## config.mk

```make
export PLATFORM = sky130hd
export DESIGN_NAME = spl_cell
export DESIGN_NICKNAME = d
export VERILOG_FILES = /design/src/rtl/sorted_priority_list_macros.svh /design/src/rtl/spl_pkg.sv /design/src/rtl/spl_cell.sv
export SDC_FILE = /design/constraint.sdc
export NUM_CORES = 1
export LEC_CHECK = 0
export BUFFER_PORTS_ARGS = -buffer_cell sky130_fd_sc_hd__buf_4
export CORE_AREA = 2 2 192 194
export DETAILED_ROUTE_END_ITERATION = 10
export DIE_AREA = 0 0 194 196
export GPL_TIMING_DRIVEN = 0
export PLACE_DENSITY = 0.55
export SLEW_MARGIN = 20
export SYNTH_ARGS = -nofsm -noshare
export SYNTH_HDL_FRONTEND = slang
export SYNTH_SLANG_ARGS = --single-unit
```

## constraint.sdc

```tcl
create_clock -name clk -period 20.2 [get_ports clk]
set_clock_uncertainty 0.1 [all_clocks]
set_input_delay 6.06 -clock clk [delete_from_list [all_inputs] [get_ports clk]]
set_output_delay 6.06 -clock clk [all_outputs]
set_load 0.03 [all_outputs]
```

## src/rtl/sorted_priority_list_macros.svh

```systemverilog
// Assertion macros for the sorted priority list.
// Every property is clocked on the rising edge and is disabled while reset is asserted.
`ifndef SORTED_PRIORITY_LIST_MACROS_SVH
`define SORTED_PRIORITY_LIST_MACROS_SVH
`ifndef SYNTHESIS
`define SPL_ASSERT(lbl, clk, rst_n, prop, msg) \
  lbl: assert property (@(posedge clk) disable iff (!rst_n) prop) else $error(msg);
`define SPL_ASSERT_NEVER(lbl, clk, rst_n, cond, msg) \
  lbl: assert property (@(posedge clk) disable iff (!rst_n) !(cond)) else $error(msg);
`else
`define SPL_ASSERT(lbl, clk, rst_n, prop, msg)
`define SPL_ASSERT_NEVER(lbl, clk, rst_n, cond, msg)
`endif
`endif

```

## src/rtl/spl_pkg.sv

```systemverilog
package spl_pkg;

  localparam int CAPACITY_DEF = 256;
  localparam int HANDLE_W     = 16;
  localparam int TAG_W        = 32;
  localparam int PRIO_W       = 32;
  localparam int RANK_W       = 8;
  localparam int COUNT_OUT_W  = 9;

  typedef enum logic [1:0] {
    OP_INSERT = 2'd0,
    OP_REMOVE = 2'd1,
    OP_READ   = 2'd2,
    OP_NOP    = 2'd3
  } op_t;

  typedef enum logic [1:0] {
    STAT_OK    = 2'd0,
    STAT_FULL  = 2'd1,
    STAT_MISS  = 2'd2,
    STAT_RANGE = 2'd3
  } status_t;

  typedef enum logic [1:0] {
    ST_IDLE,
    ST_CMP,
    ST_SHIFT,
    ST_DONE
  } state_t;

  typedef struct packed {
    logic [HANDLE_W-1:0] handle;
    logic [TAG_W-1:0]    tag;
    logic [PRIO_W-1:0]   prio;
  } entry_t;

  // Control broadcast from the sequencer to every cell.
  typedef struct packed {
    logic cmp_en;     // register the compare flags
    logic ins_go;     // commit an insert
    logic rem_go;     // commit a remove
    logic bus_load;   // copy entries onto the read-out bus
    logic bus_shift;  // advance the read-out bus one cell toward the head
  } cell_ctl_t;

endpackage

```

## src/rtl/spl_cell.sv

```systemverilog
module spl_cell #(
  parameter int IDX   = 0,
  parameter int CNT_W = 9
) (
  input  logic              clk,
  input  spl_pkg::cell_ctl_t ctl,
  input  logic [CNT_W-1:0]  count,
  input  spl_pkg::entry_t   new_entry,
  input  spl_pkg::entry_t   prev_entry,
  input  spl_pkg::entry_t   next_entry,
  input  logic              prev_take,
  input  logic              pre_hit,
  input  spl_pkg::entry_t   next_bus,
  output spl_pkg::entry_t   entry,
  output logic              take,
  output logic              match,
  output spl_pkg::entry_t   bus
);

  spl_pkg::entry_t entry_r, entry_nxt;
  spl_pkg::entry_t bus_r, bus_nxt;
  logic            take_r, take_nxt;
  logic            match_r, match_nxt;
  logic            occ;

  always_comb begin
    occ       = CNT_W'(IDX) < count;
    // unoccupied cells always take, so the take flags rise once and stay up
    take_nxt  = !occ || ($signed(entry_r.prio) <= $signed(new_entry.prio));
    match_nxt = occ && (entry_r.handle == new_entry.handle) && (entry_r.tag == new_entry.tag);
  end

  always_comb begin
    entry_nxt = entry_r;
    if (ctl.ins_go) begin
      if (prev_take) begin
        entry_nxt = prev_entry;
      end else if (take_r) begin
        entry_nxt = new_entry;
      end
    end else if (ctl.rem_go && pre_hit) begin
      entry_nxt = next_entry;
    end
  end

  always_comb begin
    bus_nxt = bus_r;
    if (ctl.bus_load) begin
      bus_nxt = entry_r;
    end else if (ctl.bus_shift) begin
      bus_nxt = next_bus;
    end
  end

  always_ff @(posedge clk) begin
    entry_r <= entry_nxt;
    bus_r   <= bus_nxt;
    if (ctl.cmp_en) begin
      take_r  <= take_nxt;
      match_r <= match_nxt;
    end
  end

  assign entry = entry_r;
  assign take  = take_r;
  assign match = match_r;
  assign bus   = bus_r;

endmodule

```

# ---- After elaboration in Yosys (flattened, before gate mapping)
# Cells that the tools add are included.
dict set report totals {
  ff_bits 162
  in_bits 337
  out_inout_bits 162
  wordCells 27
}
dict set report op_classes {
  order_cmp 2
  n_eq_ne 3
  mux 6
  n_reduce_logical 8
}
# operator n
set ops {}
lappend ops {{two-way mux 80 bit} 6}
lappend ops {{equality test 32 bit} 1}
lappend ops {{<= comparator 32 bit} 1}
lappend ops {{equality test 16 bit} 1}
lappend ops {{< comparator 1 x 9 -> 1 bit (first input constant)} 1}
lappend ops {{nonzero test 2 bit} 2}
lappend ops {{logical AND 1 bit} 3}
lappend ops {{inequality test 3 x 1 -> 1 bit (second input constant)} 1}
lappend ops {{AND reduction 2 bit} 1}
lappend ops {{zero test 1 bit} 1}
lappend ops {{logical OR 1 bit} 1}

# ---- Logic depth before layout (Yosys ltp)
dict set report depth {
  depth_word 3
  ltp_mapped 8
}

# ---- Least setup slack after synthesis
# Ideal clock, no wire load.
dict set report synth_path {
  kind {input port to flip-flop}
  startpoint {in prev_take}
  endpoint {reg entry_r, in the netlist entry[0] (enable)}
  setup_ns 0.545
  t_arrival_ns 10.550
  setup_slack_ns 9.005
  path_stages 4
  n_path_buf 2
  path_cell_list {clkbuf_1 -> buf_2 -> nor2_1 -> a21oi_1}
}
dict set report synth_via {
  elab_chain_len 2
}
# item line_no
set synth_lines {}
lappend synth_lines {{start, declared} spl_cell.sv:11} ;# input logic prev_take,
lappend synth_lines {{inequality test 3 x 1 -> 1 bit (no line)} --}
lappend synth_lines {{AND reduction 2 bit (no line)} --}
lappend synth_lines {{end signal, assigned} spl_cell.sv:56} ;# entry_r <= entry_nxt;
lappend synth_lines {{end, declared} spl_cell.sv:20} ;# spl_pkg::entry_t entry_r, entry_nxt;
# Every way passes these cells.
# A chain may end at the register's enable or synchronous reset.

# ---- Worst setup path in the final report
dict set report layout_path {
  startpoint {in ctl[3] (netlist name)}
  endpoint {reg entry_r, in the netlist entry[24] (enable)}
}
dict set report layout_via {
  elab_chain_len 2
  word_cells_on_any_way 3
}
# item line_no
set layout_lines {}
lappend layout_lines {{start, declared} spl_cell.sv:6} ;# input spl_pkg::cell_ctl_t ctl,
lappend layout_lines {{inequality test 3 x 1 -> 1 bit (no line) / nonzero test 2 bit (equally long branches)} --}
lappend layout_lines {{AND reduction 2 bit (no line) *} --}
# Mark *: on every way between the ends. The rest lies on a longest branch, timed or not.

==> out/results.txt <==
status: complete, no violations
placed cells: 1,673
Synth Area in Compound Gates: 6.84%
largest family of logic cells by synthesized area: multiplexers
Cells after Synth: 705
CORE AREA: 36,100 um2
hold depth: 1
Slew @ Worst Pin: 1020 ps
area grow syn2layout: 56.6%
Rel. slew slack: 32.3%
R2R Path Start: entry[31]$_DFFE_PP_
GRT Total Usage: 19.3%
Hold Vio Cnt, Final: 0
chip height: 196 um
max cap viols: 0
Wirelength per Cell: 22.0 um
GPL Wtd Cong: 0.807
Crit-path slowest cell: clkbuf_1
largest net degree at the start of global routing: 44
VDD IR-drop max: 0.0596 mV
leakage dissipation: 6.11 nW
pre-CTS setup slack: 11,030 ps
drt first pass iters: 5
Avg Inst Size Synth: 12.5 um2
reg2reg path depth: 6
Hold-fix buffers, CTS: 0
reg2reg end: take$_DFFE_PP_
xor/xnor cell area share of the yosys netlist: 4.76%
most common cell after layout, fill and taps aside: buf_4
sw frac: 31.4%
Yosys cell types: 31
# Post-CTS Setup Buffers: 0
type of origin of the critical path: primary input
CTS sink count: 162
CTS tree: built
final setup margin: 11,580 ps
adder-cell share of the synthesized area: 4.53%
min Tclk post-route: 8620 ps
IO buf count: 495
post-CTS sizing: 0
Internal Pwr Total: 0.000709 W
Clock Path Buffers: 2
ANT nets after route: 0
Post-Synth Simple-Gate Area: 6.38%
vias in the first global route: 8,095
RSZ-0062 raised after global routing: false
Final nets: 1,593
mux share of post-synthesis cell area: 19.3%
flop2flop setup slack: 17,560 ps
crit path cell chain: clkbuf_1 -> clkbuf_1 -> clkbuf_1 -> a21oi_4 -> buf_16 -> buf_16
# DRC: 0
critical path class: primary input to register
sequential-to-total area share from yosys stat: 55.1%
CTS Buf Count: 17
grt ovf: 0
Max stage delay on crit path: 730 ps
Clock Power Share: 30.5%
crit path capture type: register
Seq cells post-synth: 162
global-route wire length before repair: 53,200 um
Final setup viols: 0
Post-Syn Nets: 1,074
Worst-Skew Late Latency: 450 ps
Syn Std Cell Area: 8830 um2
number of placed I/O pins: 499
fillers: 3,546
HPWL Detailed: 30,500 um
die area: 38,000 um2
final WL: 37,600 um
critical path data required time: 20,300 ps
Max FO, Critical Path: 21
Starting Density: 24.5%
Pwr per Cell Area: 74.8 nW/um2
CP arrival: 8720 ps
combinational power share: 27.5%
most frequent cells in the layout: buf_4 (495), edfxtp_1 (162), a21oi_1 (95)
NetSw: 0.000325 W
Worst-path clk slew: 60 ps
setup TNS: 0 ps
FMAX: 0.116 GHz
Max H-tree Level: 4
period utilization: 42.7%
Hold Path End: bus[14]$_DFFE_PP_
share of cells above drive strength 1: 50.8%
fin. max-slew vios: 0
hold_sp: entry[14]$_DFFE_PP_
post-DR vias/cell: 4.50
HP Class: register to register
CTS Root Cell: clkbuf_16
fin util: 38.3%
power share of the sequential group: 42.0%
cell mode on critical path: clkbuf_1
Die W: 194 um
Post-Layout Cell Count: 1,709
total power draw: 0.00103 W
DR iter-0 viols: 257
yosys warns: 0
number of antenna violations at the first check in global routing: 7
detailed-route via count: 7,687
Rows: 70
==> cell families (layout without fill, tap and decap cells) <==
| kind of cell | count (synthesis) | after routing |
|---|---|---|
| simple gates | 126 | 126 |
| mux | 160 | 160 |
| xor+xnor | 48 | 48 |
| compound gates | 109 | 109 |
| other cells | 0 | 4 |
| fa+ha+maj | 32 | 32 |
| buf+inv | 68 | 600 |
| flops | 162 | 162 |
==> power groups by stage <==
stage / Clock [W] / Sequential [W] / Combinational, W
floorplan: 0 / 0.000503 / 0.0000795
global placement: 0 / 0.000446 / 0.000281
detailed placement: 0 / 0.000442 / 0.000289
CTS: 0.000325 / 0.000435 / 0.000290
global route: 0.000334 / 0.000438 / 0.000305
finish: 0.000315 / 0.000435 / 0.000285
==> per-layer routing <==
metal	GRT usage, %	wire length [um]
met1	21.5	14500
met2	34.1	19200
met3	6.65	3130
met4	6.79	764
met5	0	23
==> final cells by class <==
| type | instances | area, um2 | share of cell area, % |
|---|---|---|---|
| diodes | 4 | 10.0 | 0.0724 |
| plain buffers | 36 | 155 | 1.12 |
| clock buffers | 21 | 440 | 3.19 |
| clock inverters | 11 | 90.1 | 0.652 |
| inverters | 32 | 120 | 0.869 |
| multi-input cells | 475 | 3700 | 26.8 |
| flip-flops and latches | 162 | 4860 | 35.2 |
| well taps | 468 | 586 | 4.24 |
| repair buffers | 500 | 3850 | 27.9 |
==> worst max-delay path: cells and delay by family <==
| family | cells | cell delay (ps) |
|---|---|---|
| compound gates | 1 | 310 |
| buf+inv | 5 | 2320 |
==> registers in the layout, indices dropped and copies added, names as in the netlist <==
| register | cells |
|---|---|
| entry | 80 |
| match | 1 |
| bus | 80 |
| take | 1 |
==> stage by stage <==
stage / hold WS (ps) / cell area, um2
after floorplan: 721 / 8830
after global routing: 543 / 13800
after CTS: 532 / 13800
after global placement: 503 / 13100
final: 527 / 13800
after detailed placement: 522 / 13300
==> Yosys cell counts <==
cell	number	area share, %
o211ai_1	1	0.085
a2111oi_4	1	0.31
nor4_2	1	0.14
nand3_1	5	0.28
o21bai_1	1	0.085
nand4_1	15	1.1
a21o_1	3	0.26
or2_2	1	0.071
xnor2_1	24	2.4
mux2i_1	80	9.1
nand2_1	6	0.26
xor2_1	24	2.4
o21ai_0	1	0.057
o31ai_2	1	0.14
o21ai_1	1	0.057
nor2b_1	2	0.14
inv_1	32	1.4
clkbuf_1	17	0.72
edfxtp_1	162	55
ha_1	32	4.5
buf_1	3	0.13
a21boi_2	1	0.13
buf_2	16	0.91
nor4_1	10	0.71
nor3_1	1	0.057
a221o_1	1	0.11
nand3b_1	1	0.085
a21oi_1	96	5.4
nor2_1	84	3.6
mux2_2	80	10
o21a_1	2	0.17
==> how the worst max path moves through the flow <==
stage | from | to | cells after the start
2_1_floorplan | prev_take | entry[0]$_DFFE_PP_ | 4
3_3_place_gp | ctl[3] | entry[69]$_DFFE_PP_ | 4
3_5_place_dp | ctl[3] | entry[24]$_DFFE_PP_ | 6
4_1_cts | ctl[3] | entry[24]$_DFFE_PP_ | 6
5_1_grt | ctl[3] | entry[24]$_DFFE_PP_ | 6
6_report | ctl[3] | entry[24]$_DFFE_PP_ | 6
Power figures use the tool's default switching activity.
