### config.mk
export PLATFORM = sky130hd
export DESIGN_NAME = spl_prefix
export DESIGN_NICKNAME = d
export VERILOG_FILES = /design/src/rtl/sorted_priority_list_macros.svh /design/src/rtl/spl_prefix.sv
export SDC_FILE = /design/constraint.sdc
export NUM_CORES = 1
export LEC_CHECK = 0
export BUFFER_PORTS_ARGS = -buffer_cell sky130_fd_sc_hd__buf_4
export CORE_AREA = 2 2 202 204
export DETAILED_ROUTE_END_ITERATION = 8
export DIE_AREA = 0 0 204 206
export GPL_TIMING_DRIVEN = 0
export PLACE_DENSITY_LB_ADDON = 0.12
export SLEW_MARGIN = 20
export SYNTH_ARGS = -nofsm -noshare
export SYNTH_HDL_FRONTEND = slang
export SYNTH_SLANG_ARGS = --single-unit
export TNS_END_PERCENT = 50
### constraint.sdc
create_clock -name vclk -period 10.9
set_clock_uncertainty 0.1 [all_clocks]
set_input_delay 2.18 -clock vclk [all_inputs]
set_output_delay 2.18 -clock vclk [all_outputs]
set_load 0.01 [all_outputs]
### src/rtl/sorted_priority_list_macros.svh
// Assertion macros for the sorted priority list.
// Every property is clocked on the rising edge and is disabled while reset is asserted.
`ifndef SORTED_PRIORITY_LIST_MACROS_SVH
`define SORTED_PRIORITY_LIST_MACROS_SVH
`ifndef SYNTHESIS
`define SPL_ASSERT(lbl, clk, rst_n, prop, msg) \
  lbl: assert property (@(posedge clk) disable iff (!rst_n) prop) else $error(msg);
`define SPL_ASSERT_NEVER(lbl, clk, rst_n, cond, msg) \
  lbl: assert property (@(posedge clk) disable iff (!rst_n) !(cond)) else $error(msg);
`else
`define SPL_ASSERT(lbl, clk, rst_n, prop, msg)
`define SPL_ASSERT_NEVER(lbl, clk, rst_n, cond, msg)
`endif
`endif

### src/rtl/spl_prefix.sv
module spl_prefix #(
  parameter int N = 256
) (
  input  logic [N-1:0] din,
  output logic [N-1:0] dout
);

  localparam int LV = (N > 1) ? $clog2(N) : 1;

  logic [N-1:0] lvl [0:LV];

  assign lvl[0] = din;

  // log-depth running OR: bit i is set when any bit at or below i is set
  for (genvar l = 0; l < LV; l++) begin : g_lvl
    for (genvar i = 0; i < N; i++) begin : g_bit
      if (i >= (1 << l)) begin : g_or
        assign lvl[l+1][i] = lvl[l][i] | lvl[l][i-(1<<l)];
      end else begin : g_pass
        assign lvl[l+1][i] = lvl[l][i];
      end
    end
  end

  assign dout = lvl[LV];

endmodule

Word-level counts from Yosys, hierarchy flattened
Cells that the tools add are included.
{"block": "totals", "output_inout_bits": 256, "word_cells": 1793, "input_bits": 256, "regBits": 0}
{"block": "classes", "bitwise": 1793}
{"cell": "OR 1 bit", "n": 1793}

Longest topological paths before layout
Gate-level depths: netlist of run 1.
{"block": "logic_depth", "depth_word": 8, "ltp_mapped": 9, "mapped_depth_nobuf": 8}

Worst setup path after synthesis of run 1
No wires, ideal clock.
{"block": "synth_timing", "path_kind": "input to output", "from": "input port din[12]", "to": "output port dout[244]", "path_stages": 8, "required_time_ps": 8620, "arrival_ps": 4535, "path_buffers": 0, "path_slack_ps": 4085, "path_cell_list": "nor4_1 > nand3_1 > nor4_4 > nand2_2 > nor3_4 > inv_2 > or4_4 > or3_1"}
{"block": "synth_between", "elab_chain_cells": 8}
{"item": "from (decl)", "line": "spl_prefix.sv:4", "rtl": "input logic [N-1:0] din,"}
{"item": "OR 1 bit (8 in series)", "line": "spl_prefix.sv:18", "rtl": "assign lvl[l+1][i] = lvl[l][i] | lvl[l][i-(1<<l)];"}
{"item": "to (decl)", "line": "spl_prefix.sv:5", "rtl": "output logic [N-1:0] dout"}
Every way passes these cells.

Worst setup path after layout of run 1
{"block": "layout_timing", "from": "input port din[12]", "to": "output port dout[239]"}
{"block": "layout_between", "elab_chain_cells": 7}
{"item": "OR 1 bit (7 in series)", "line": "spl_prefix.sv:18"}
Every way passes these cells.

==> run_results.csv, run 1 <==
group,metric,value,unit
logic_synthesis,yosys.area_share.simple,0.9589,
clock_network,post_cts_buffers,0,
timing,maxSlewViolCount,0,
pwr,p_per_area,17.65,nW/µm²
placement,place_ws,1.709,ns
timing,min_period,8.912,ns
cells_and_area,multi_input_area,4547,µm²
drt,routedWlPerCell,27.78,µm
floorplanning,die_area,42020,µm²
pwr,power.leakage,2.979,nW
timing,fmax,112.2,MHz
placement,io_buffer_count,511,
floorplanning,initial_core_util,0.1167,
worst_setup_path,path_class,"primary input to output pin",
global_routing,grt_pass1_vias,9496,
logic_synthesis,yosysSeqAreaShare,0,
placement,finalWeightedCongestion,0.9249,
global_routing,grt_max_degree,11,
logic_synthesis,syn_area_per_cell,5.329,µm²
placement,hpwl,49200,µm
global_routing,track_usage,0.2380,
timing,finalSetupViolCount,0,
cells_and_area,syn2layout_area_growth,97.17,%
timing,rsz0062_at_grt,"no",
worst_setup_path,end_kind,"output pin",
timing,tns,0,ns
logic_synthesis,synth.mux.area_fraction,0,
logic_synthesis,synth.yosys.warnings,0,
cells_and_area,regArea,0,µm²
placement,dp.cells,1924,
logic_synthesis,yosysTopAreaCell,"nor4_1",
drt,drt_first_pass_iters,5,
timing,setup_ws,1.988,ns
cells_and_area,antenna_cells,0,
cells_and_area,seq_cells,0,
run,cap_viol_max_count,0,
floorplanning,io_pins,512,
timing,tightest_slew,1.123,ns
worst_setup_path,crit_path_max_fanout,10,
cells_and_area,clockBufferCount,0,
global_routing,antenna_found_initial,3,
drt,via_per_inst,4.873,
logic_synthesis,netlist_instances,880,
cells_and_area,drive_gt1_frac,0.4088,
logic_synthesis,synth_cell_types,37,
drt,postRouteWirelength,53460,µm
cells_and_area,nFillCells,4816,
logic_synthesis,syn_nets,1136,
logic_synthesis,synth.cell_area,4689,µm²
logic_synthesis,synth_top_area_frac,0.1374,
timing,relSlewSlack,0.2454,
drt,drt_iter0_markers,511,
logic_synthesis,synth_compound_area_frac,0,
logic_synthesis,synth_area_leaders,"nor4_1 14%, nor2_1 12%, nand2_1 11%",
cells_and_area,num-nets-final,1650,
floorplanning,coreArea,40180,µm²
logic_synthesis,synth_top_family_by_area,"simple AND/OR/NAND/NOR gates",
run_status,status,"complete, no violations",
global_routing,grt_pass1_wl,71480,µm
floorplanning,rows,74,
timing,final-hold-violation-count,0,
logic_synthesis,synth_xor_area_frac,0,
worst_setup_path,cp-start-kind,"primary input",
drt,drc_errors,0,
clock_network,cts_resized,0,
global_routing,grt_overflow,0,
pwr,ir_worst_vdd,0.000006492,V
worst_setup_path,required,8.62,ns
floorplanning,die_w,204,µm
timing,period_share,0.8176,
drt,routed-via-count,9375,
drt,antenna_left,0,
clock_network,cts_hold_buf,0,
min_path,hold_path.class,"primary input to output pin",
cells_and_area,finalNonFillerCells,1924,
logic_synthesis,synth_fa_ha_area_frac,0,
min_path,min_path_cells,3,
worst_setup_path,cp.arrival,6.63,ns
floorplanning,die_y,206,µm
## cells in the mapped netlist, drive strengths merged
library cell and n:
and4b 1, and3b 1, nand3 98, nand4 74, nor2b 3, nor4bb 2, and4 13, buf 2
nor4 116, nand3b 8, nand2b 8, inv 41, nor2 157, nor4b 2, or4 19, clkbuf 7
or3 30, nand4bb 1, or2 19, nor3b 3, and2 7, nor3 96, and3 14, nand2 143
or3b 2, nand4b 13
## report_power, final
part / switching, mW / internal (mW) / leakage (nW) / total (mW)
registers: 0 / 0 / 0 / 0
clock network: 0 / 0 / 0 / 0
logic: 0.0877 / 0.0755 / 2.98 / 0.163
## per-layer routing
layer / vias up / share of wire / track usage
met2: 469 / 0.54 / 0.4786
met4: 4 / 0.021 / 0.03727
met5: - / 0.00056 / 0
li1: 4414 / - / -
met1: 4450 / 0.36 / 0.2478
met3: 38 / 0.086 / 0.06307
## kinds of logic (layout without fill, tap and decap cells)
kind of cell	after synthesis	after routing
and+or+nand+nor	830	830
buffers and inverters	50	562
## path summary, 6_finish.rpt
kind | from | endpoint
setup / recovery | din[12] | dout[239]
hold / removal | din[42] | dout[42]
## stage by stage
step           instance area [µm²]  utilization  hold slack, ns  power (mW)
2_1_floorplan                 4690            -           4.352     0.03353
3_3_place_gp                  9191       0.2287           4.537      0.1614
3_5_place_dp                  9234       0.2298           4.538      0.1626
4_1_cts                       9234       0.2298           4.539      0.1631
5_1_grt                       9246       0.2301           4.552      0.1746
6_report                      9246       0.2301           4.539      0.1632
## area by class of cell
| type | instances | share of cell area |
|---|---|---|
| Multi-Input combinational cell | 830 | 0.4917 |
| Timing Repair Buffer | 512 | 0.4154 |
| Tap cell | 532 | 0.07199 |
| Inverter | 41 | 0.01664 |
| Buffer | 9 | 0.004195 |
## critical path, stage by stage
cell      delay [ns]
buf_4           0.11
nor4_1          0.57
nand4_1         0.28
nor3_1          0.77
clkbuf_1        0.67
nand4_1         0.48
nor3b_1         0.50
clkbuf_1        0.50
nand3_1         0.31
buf_4           0.25
## layout by cell type, fill, tap and decap left out, types with 30 or more instances in the layout
| cell | synthesis | final |
|---|---|---|
| nor2_1 | 156 | 156 |
| inv_1 | 37 | 37 |
| nand3_1 | 98 | 98 |
| buf_4 | 1 | 512 |
| nor4_1 | 103 | 97 |
| nand2_1 | 141 | 141 |
| or3_1 | 30 | 30 |
| nand4_1 | 72 | 72 |
| nor3_1 | 92 | 92 |
Power figures use the tool's default switching activity.
==> inputs of run 2 (changes only) <==
--- a/config.mk
+++ b/config.mk
@@ -5,10 +5,11 @@
 export SDC_FILE = /design/constraint.sdc
 export NUM_CORES = 1
 export LEC_CHECK = 0
+export ABC_AREA = 1
 export BUFFER_PORTS_ARGS = -buffer_cell sky130_fd_sc_hd__buf_4
-export CORE_AREA = 2 2 202 204
+export CORE_AREA = 2 2 197 199
 export DETAILED_ROUTE_END_ITERATION = 8
-export DIE_AREA = 0 0 204 206
+export DIE_AREA = 0 0 199 201
 export GPL_TIMING_DRIVEN = 0
 export PLACE_DENSITY_LB_ADDON = 0.12
 export SLEW_MARGIN = 20
==> constraint.sdc (replaced) <==
create_clock -name vclk -period 7.8
set_clock_uncertainty 0.1 [all_clocks]
set_input_delay 1.56 -clock vclk [all_inputs]
set_output_delay 1.56 -clock vclk [all_outputs]
set_load 0.01 [all_outputs]
==> run 2 against run 1 <==
Net effect: combinational power increased by 61%; critical path depth did not move; core utilization is 7.6 points higher; synthesized cell count grew 110%; total power grew 60%; non-clock buffer count down 8; synthesized area is 53% higher; sequential share of layout area did not move; count of clock-buffer cells in the layout did not move.
==> run_results.csv, run 2 <==
group,metric,value,unit
placement,place_ws,2.669,ns
drt,via_per_inst,4.537,
timing,setup_ws,2.567,ns
pwr,p_per_area,22.45,nW/µm²
floorplanning,initial_core_util,0.1878,
global_routing,grt_max_degree,6,
worst_setup_path,cp-startpoint,"din[61]",
drt,drc_errors,0,
timing,fmax,191.1,MHz
worst_setup_path,cp.arrival,3.57,ns
timing,maxSlewViolCount,0,
logic_synthesis,netlist_instances,1847,
worst_setup_path,worst-path-buf-inv,2,
global_routing,grt_pass1_vias,13400,
worst_setup_path,worstSetupEndpoint,"dout[150]",
cells_and_area,syn2layout_area_growth,62.86,%
drt,postRouteWirelength,64440,µm
global_routing,track_usage,0.3098,
timing,finalSetupViolCount,0,
placement,hpwl,61550,µm
min_path,min_path_cells,3,
timing,final-hold-violation-count,0,
cells_and_area,post-route-util,0.3059,
cells_and_area,drive_gt1_frac,0.2408,
logic_synthesis,synth.yosys.warnings,0,
logic_synthesis,yosysTopAreaCell,"nor2_1",
floorplanning,die_y,201,µm
cells_and_area,num-nets-final,2617,
cells_and_area,stdcell_area,11660,µm²
run_status,status,"complete, no violations",
worst_setup_path,required,6.14,ns
logic_synthesis,syn_area_per_cell,3.876,µm²
logic_synthesis,yosysSeqAreaShare,0,
logic_synthesis,syn_nets,2103,
drt,antenna_left,0,
global_routing,antenna_found_initial,5,
logic_synthesis,synth_cell_types,9,
min_path,hold_path.class,"primary input to output pin",
timing,holdWs,3.314,ns
drt,routedWlPerCell,22.37,µm
cells_and_area,layout_common_cells,"856 x nor2_1, 768 x nand2_1, 513 x buf_4",
floorplanning,die_w,199,µm
logic_synthesis,synth.cell_area,7158,µm²
timing,min_period,5.233,ns
logic_synthesis,post-synth-top-count-cell,"nor2_1",
cells_and_area,seq_cells,0,
clock_network,post_cts_buffers,0,
floorplanning,coreArea,38110,µm²
run,cap_viol_max_count,0,
drt,drt_iter0_markers,793,
pwr,power.leakage,3.958,nW
floorplanning,io_pins,512,
cells_and_area,layout_commonest_cell,"nor2_1",
clock_network,cts_hold_buf,0,
worst_setup_path,cp-start-kind,"primary input",
placement,dp.cells,2877,
cells_and_area,finalNonFillerCells,2880,
logic_synthesis,synth_top_area_frac,0.4489,
cells_and_area,regArea,0,µm²
global_routing,grt_pass1_wl,88410,µm
timing,tns,0,ns
placement,finalWeightedCongestion,1.055,
timing,rsz0062_at_grt,"no",
logic_synthesis,synth_common_cells,"856 x nor2_1, 768 x nand2_1, 167 x inv_1, 22 x nand2_2, 18 x nor2_2",
drt,routed-via-count,13070,
placement,io_buffer_count,512,
worst_setup_path,path_class,"primary input to output pin",
timing,tightest_slew,0.5524,ns
drt,drt_first_pass_iters,7,
floorplanning,die_area,40000,µm²
worst_setup_path,end_kind,"output pin",
worst_setup_path,max_stage_delay,0.45,ns
floorplanning,rows,72,
pwr,ir_worst_vdd,0.00001754,V
logic_synthesis,synth_area_leaders,"nor2_1 45%, nand2_1 40%, inv_1 8.8%",
timing,relSlewSlack,0.6303,
worst_setup_path,crit_path_max_fanout,3,
worst_setup_path,crit_cells,10,
placement,postPlaceCellArea,11650,µm²
pwr,finalPower,261.7,µW
worst_setup_path,critical_path.slowest_cell,"nor2_1",
timing,period_share,0.6709,
clock_network,cts_resized,0,
worst_setup_path,crit_family,"simple AND/OR/NAND/NOR gates",
worst_setup_path,cp_cell_sequence,"buf_4 > nor2_1 > nand2_1 > nor2_1 > nand2_1 > nor2_1 > nand2_1 > nor2_1 > nand2_1 > buf_4",
global_routing,grt_overflow,0,
cells_and_area,clockBufferCount,0,
run 2: worst min-delay path by stage:
stage | startpoint | end | slack [ns]
finish | din[0] | dout[0] | 3.31
global route | din[0] | dout[0] | 3.33
CTS | din[1] | dout[1] | 3.31
detailed placement | din[1] | dout[1] | 3.31
global placement | din[1] | dout[1] | 3.31
floorplan | din[0] | dout[0] | 3.11
run 2: metal layers:
metal / up-vias / GRT usage / wire length [µm]
li1: 6433 / - / -
met1: 6042 / 0.3794 / 26860
met2: 527 / 0.5672 / 31500
met3: 60 / 0.03915 / 4172
met4: 4 / 0.07463 / 1877
met5: - / 0 / 22
run 2: area by class of cell:
type | instances | area (µm²)
plain buffers | 1 | 7.507
multi-input cells | 1679 | 6524
fillers | 4775 | 26450
well taps | 518 | 648.1
diodes | 3 | 7.507
repair buffers | 512 | 3844
inverters | 167 | 626.9
run 2: logic make-up after synthesis:
| logic type | share of synthesized area |
|---|---|
| AND/OR/NAND/NOR | 0.9114 |
| buffers and inverters | 0.08862 |
run 2: power by group:
part | total, mW | internal (mW) | switching, mW
clock network | 0.0000000517 | 0.0000000516 | 0
logic | 0.262 | 0.110 | 0.152
registers | 0 | 0 | 0
total | 0.262 | 0.110 | 0.152
==> inputs of run 3 (changes only) <==
--- a/config.mk
+++ b/config.mk
@@ -7,9 +7,9 @@
 export LEC_CHECK = 0
 export ABC_AREA = 1
 export BUFFER_PORTS_ARGS = -buffer_cell sky130_fd_sc_hd__buf_4
-export CORE_AREA = 2 2 197 199
+export CORE_AREA = 2 2 196 198
 export DETAILED_ROUTE_END_ITERATION = 8
-export DIE_AREA = 0 0 199 201
+export DIE_AREA = 0 0 198 200
 export GPL_TIMING_DRIVEN = 0
 export PLACE_DENSITY_LB_ADDON = 0.12
 export SLEW_MARGIN = 20
==> constraint.sdc (replaced) <==
create_clock -name vclk -period 5.46
set_clock_uncertainty 0.1 [all_clocks]
set_input_delay 1.092 -clock vclk [all_inputs]
set_output_delay 1.092 -clock vclk [all_outputs]
set_load 0.01 [all_outputs]
==> run 3 against run 2 <==
Net effect: non-clock buffer count is the same; sequential cell count is the same; cell count shrank 0.14%; highest routed layer unchanged.
==> run_results.csv, run 3 (same netlist as run 2, synthesis figures left out) <==
group,metric,value,unit
run_status,status,"complete, no violations",
clock_network,cts_hold_buf,0,
drt,drt_iter0_markers,589,
timing,setup_ws,1.173,ns
worst_setup_path,end_kind,"output pin",
timing,tns,0,ns
worst_setup_path,cp_cell_sequence,"buf_4 > nor2_1 > nand2_1 > nor2_1 > nand2_1 > nor2_1 > nand2_1 > nor2_1 > nand2_1 > buf_4",
worst_setup_path,cp.arrival,3.10,ns
global_routing,track_usage,0.3062,
cells_and_area,seq_cells,0,
pwr,finalPower,365.7,µW
drt,via_per_inst,4.461,
drt,drc_errors,0,
worst_setup_path,max_stage_delay,0.46,ns
cells_and_area,regArea,0,µm²
drt,antenna_left,0,
worst_setup_path,crit_path_max_fanout,3,
global_routing,antenna_found_initial,9,
run,cap_viol_max_count,0,
drt,routed-via-count,12830,
clock_network,cts_resized,0,
placement,postPlaceCellArea,11640,µm²
timing,rsz0062_at_grt,"no",
drt,routedWlPerCell,21.94,µm
cells_and_area,layout_commonest_cell,"nor2_1",
placement,place_ws,1.245,ns
cells_and_area,stdcell_area,11660,µm²
global_routing,grt_pass1_wl,86690,µm
timing,maxSlewViolCount,0,
cells_and_area,drive_gt1_frac,0.2408,
timing,finalSetupViolCount,0,
clock_network,post_cts_buffers,0,
cells_and_area,syn2layout_area_growth,62.84,%
pwr,p_per_area,31.37,nW/µm²
worst_setup_path,worst-path-buf-inv,2,
cells_and_area,layout_common_cells,"856 x nor2_1, 768 x nand2_1, 513 x buf_4",
worst_setup_path,critical_path.slowest_cell,"nor2_1",
pwr,power.leakage,3.958,nW
floorplanning,die_w,198,µm
timing,tightest_slew,0.5515,ns
timing,fmax,233.2,MHz
placement,hpwl,60440,µm
placement,finalWeightedCongestion,1.026,
global_routing,grt_overflow,0,
floorplanning,die_area,39600,µm²
timing,final-hold-violation-count,0,
pwr,ir_worst_vdd,0.00002500,V
floorplanning,die_y,200,µm
timing,period_share,0.7852,
drt,postRouteWirelength,63100,µm
worst_setup_path,cp-start-kind,"primary input",
worst_setup_path,crit_family,"simple AND/OR/NAND/NOR gates",
floorplanning,initial_core_util,0.1914,
worst_setup_path,path_class,"primary input to output pin",
worst_setup_path,required,4.27,ns
timing,min_period,4.287,ns
global_routing,grt_pass1_vias,13230,
timing,holdWs,2.365,ns
drt,drt_first_pass_iters,5,
timing,relSlewSlack,0.6309,
floorplanning,coreArea,37400,µm²
placement,io_buffer_count,512,
cells_and_area,nFillCells,4737,
floorplanning,rows,71,
min_path,hold_path.class,"primary input to output pin",
global_routing,grt_max_degree,6,
cells_and_area,num-nets-final,2617,
cells_and_area,clockBufferCount,0,
floorplanning,io_pins,512,
run 3: cell type report:
class | count | area, µm² | share of cell area
multi-input combinational | 1679 | 6524 | 0.5597
timing repair buffer | 512 | 3844 | 0.3298
tap | 511 | 639.4 | 0.05485
inverter | 167 | 626.9 | 0.05378
antenna | 6 | 15.01 | 0.001288
buffer | 1 | 7.507 | 0.0006441
run 3: power by group:
part / internal (mW) / total (mW) / leakage [nW] / switching (mW)
Sequential: 0 / 0 / 0 / 0
Combinational: 0.157 / 0.366 / 3.96 / 0.209
Clock: 0.000000148 / 0.000000148 / 0.0000380 / 0
Total: 0.157 / 0.366 / 3.96 / 0.209
run 3: worst paths after layout:
path              startpoint  slack (ns)  depth (start not counted)         to
setup / recovery     din[63]        1.17                         10  dout[150]
hold / removal        din[1]        2.37                          4    dout[1]
run 3: worst min-delay path, stage by stage:
cell	delay (ns)
buf_4	0.09
nor2_4	0.04
inv_1	0.04
buf_4	0.11
run 3: layer usage:
layer / track usage / vias up / wire, µm
met3: 0.04772 / 73 / 3910
met4: 0.08354 / 6 / 1915
met1: 0.3637 / 5853 / 26250
met5: 0 / - / 44
met2: 0.5698 / 459 / 30980
li1: - / 6438 / -
run 3: metrics by stage:
step,utilization,cells
3_5_place_dp,0.3113,2870
6_report,0.3117,2876
4_1_cts,0.3113,2870
3_3_place_gp,0.3113,2870
2_1_floorplan,-,1847
5_1_grt,0.3114,2872
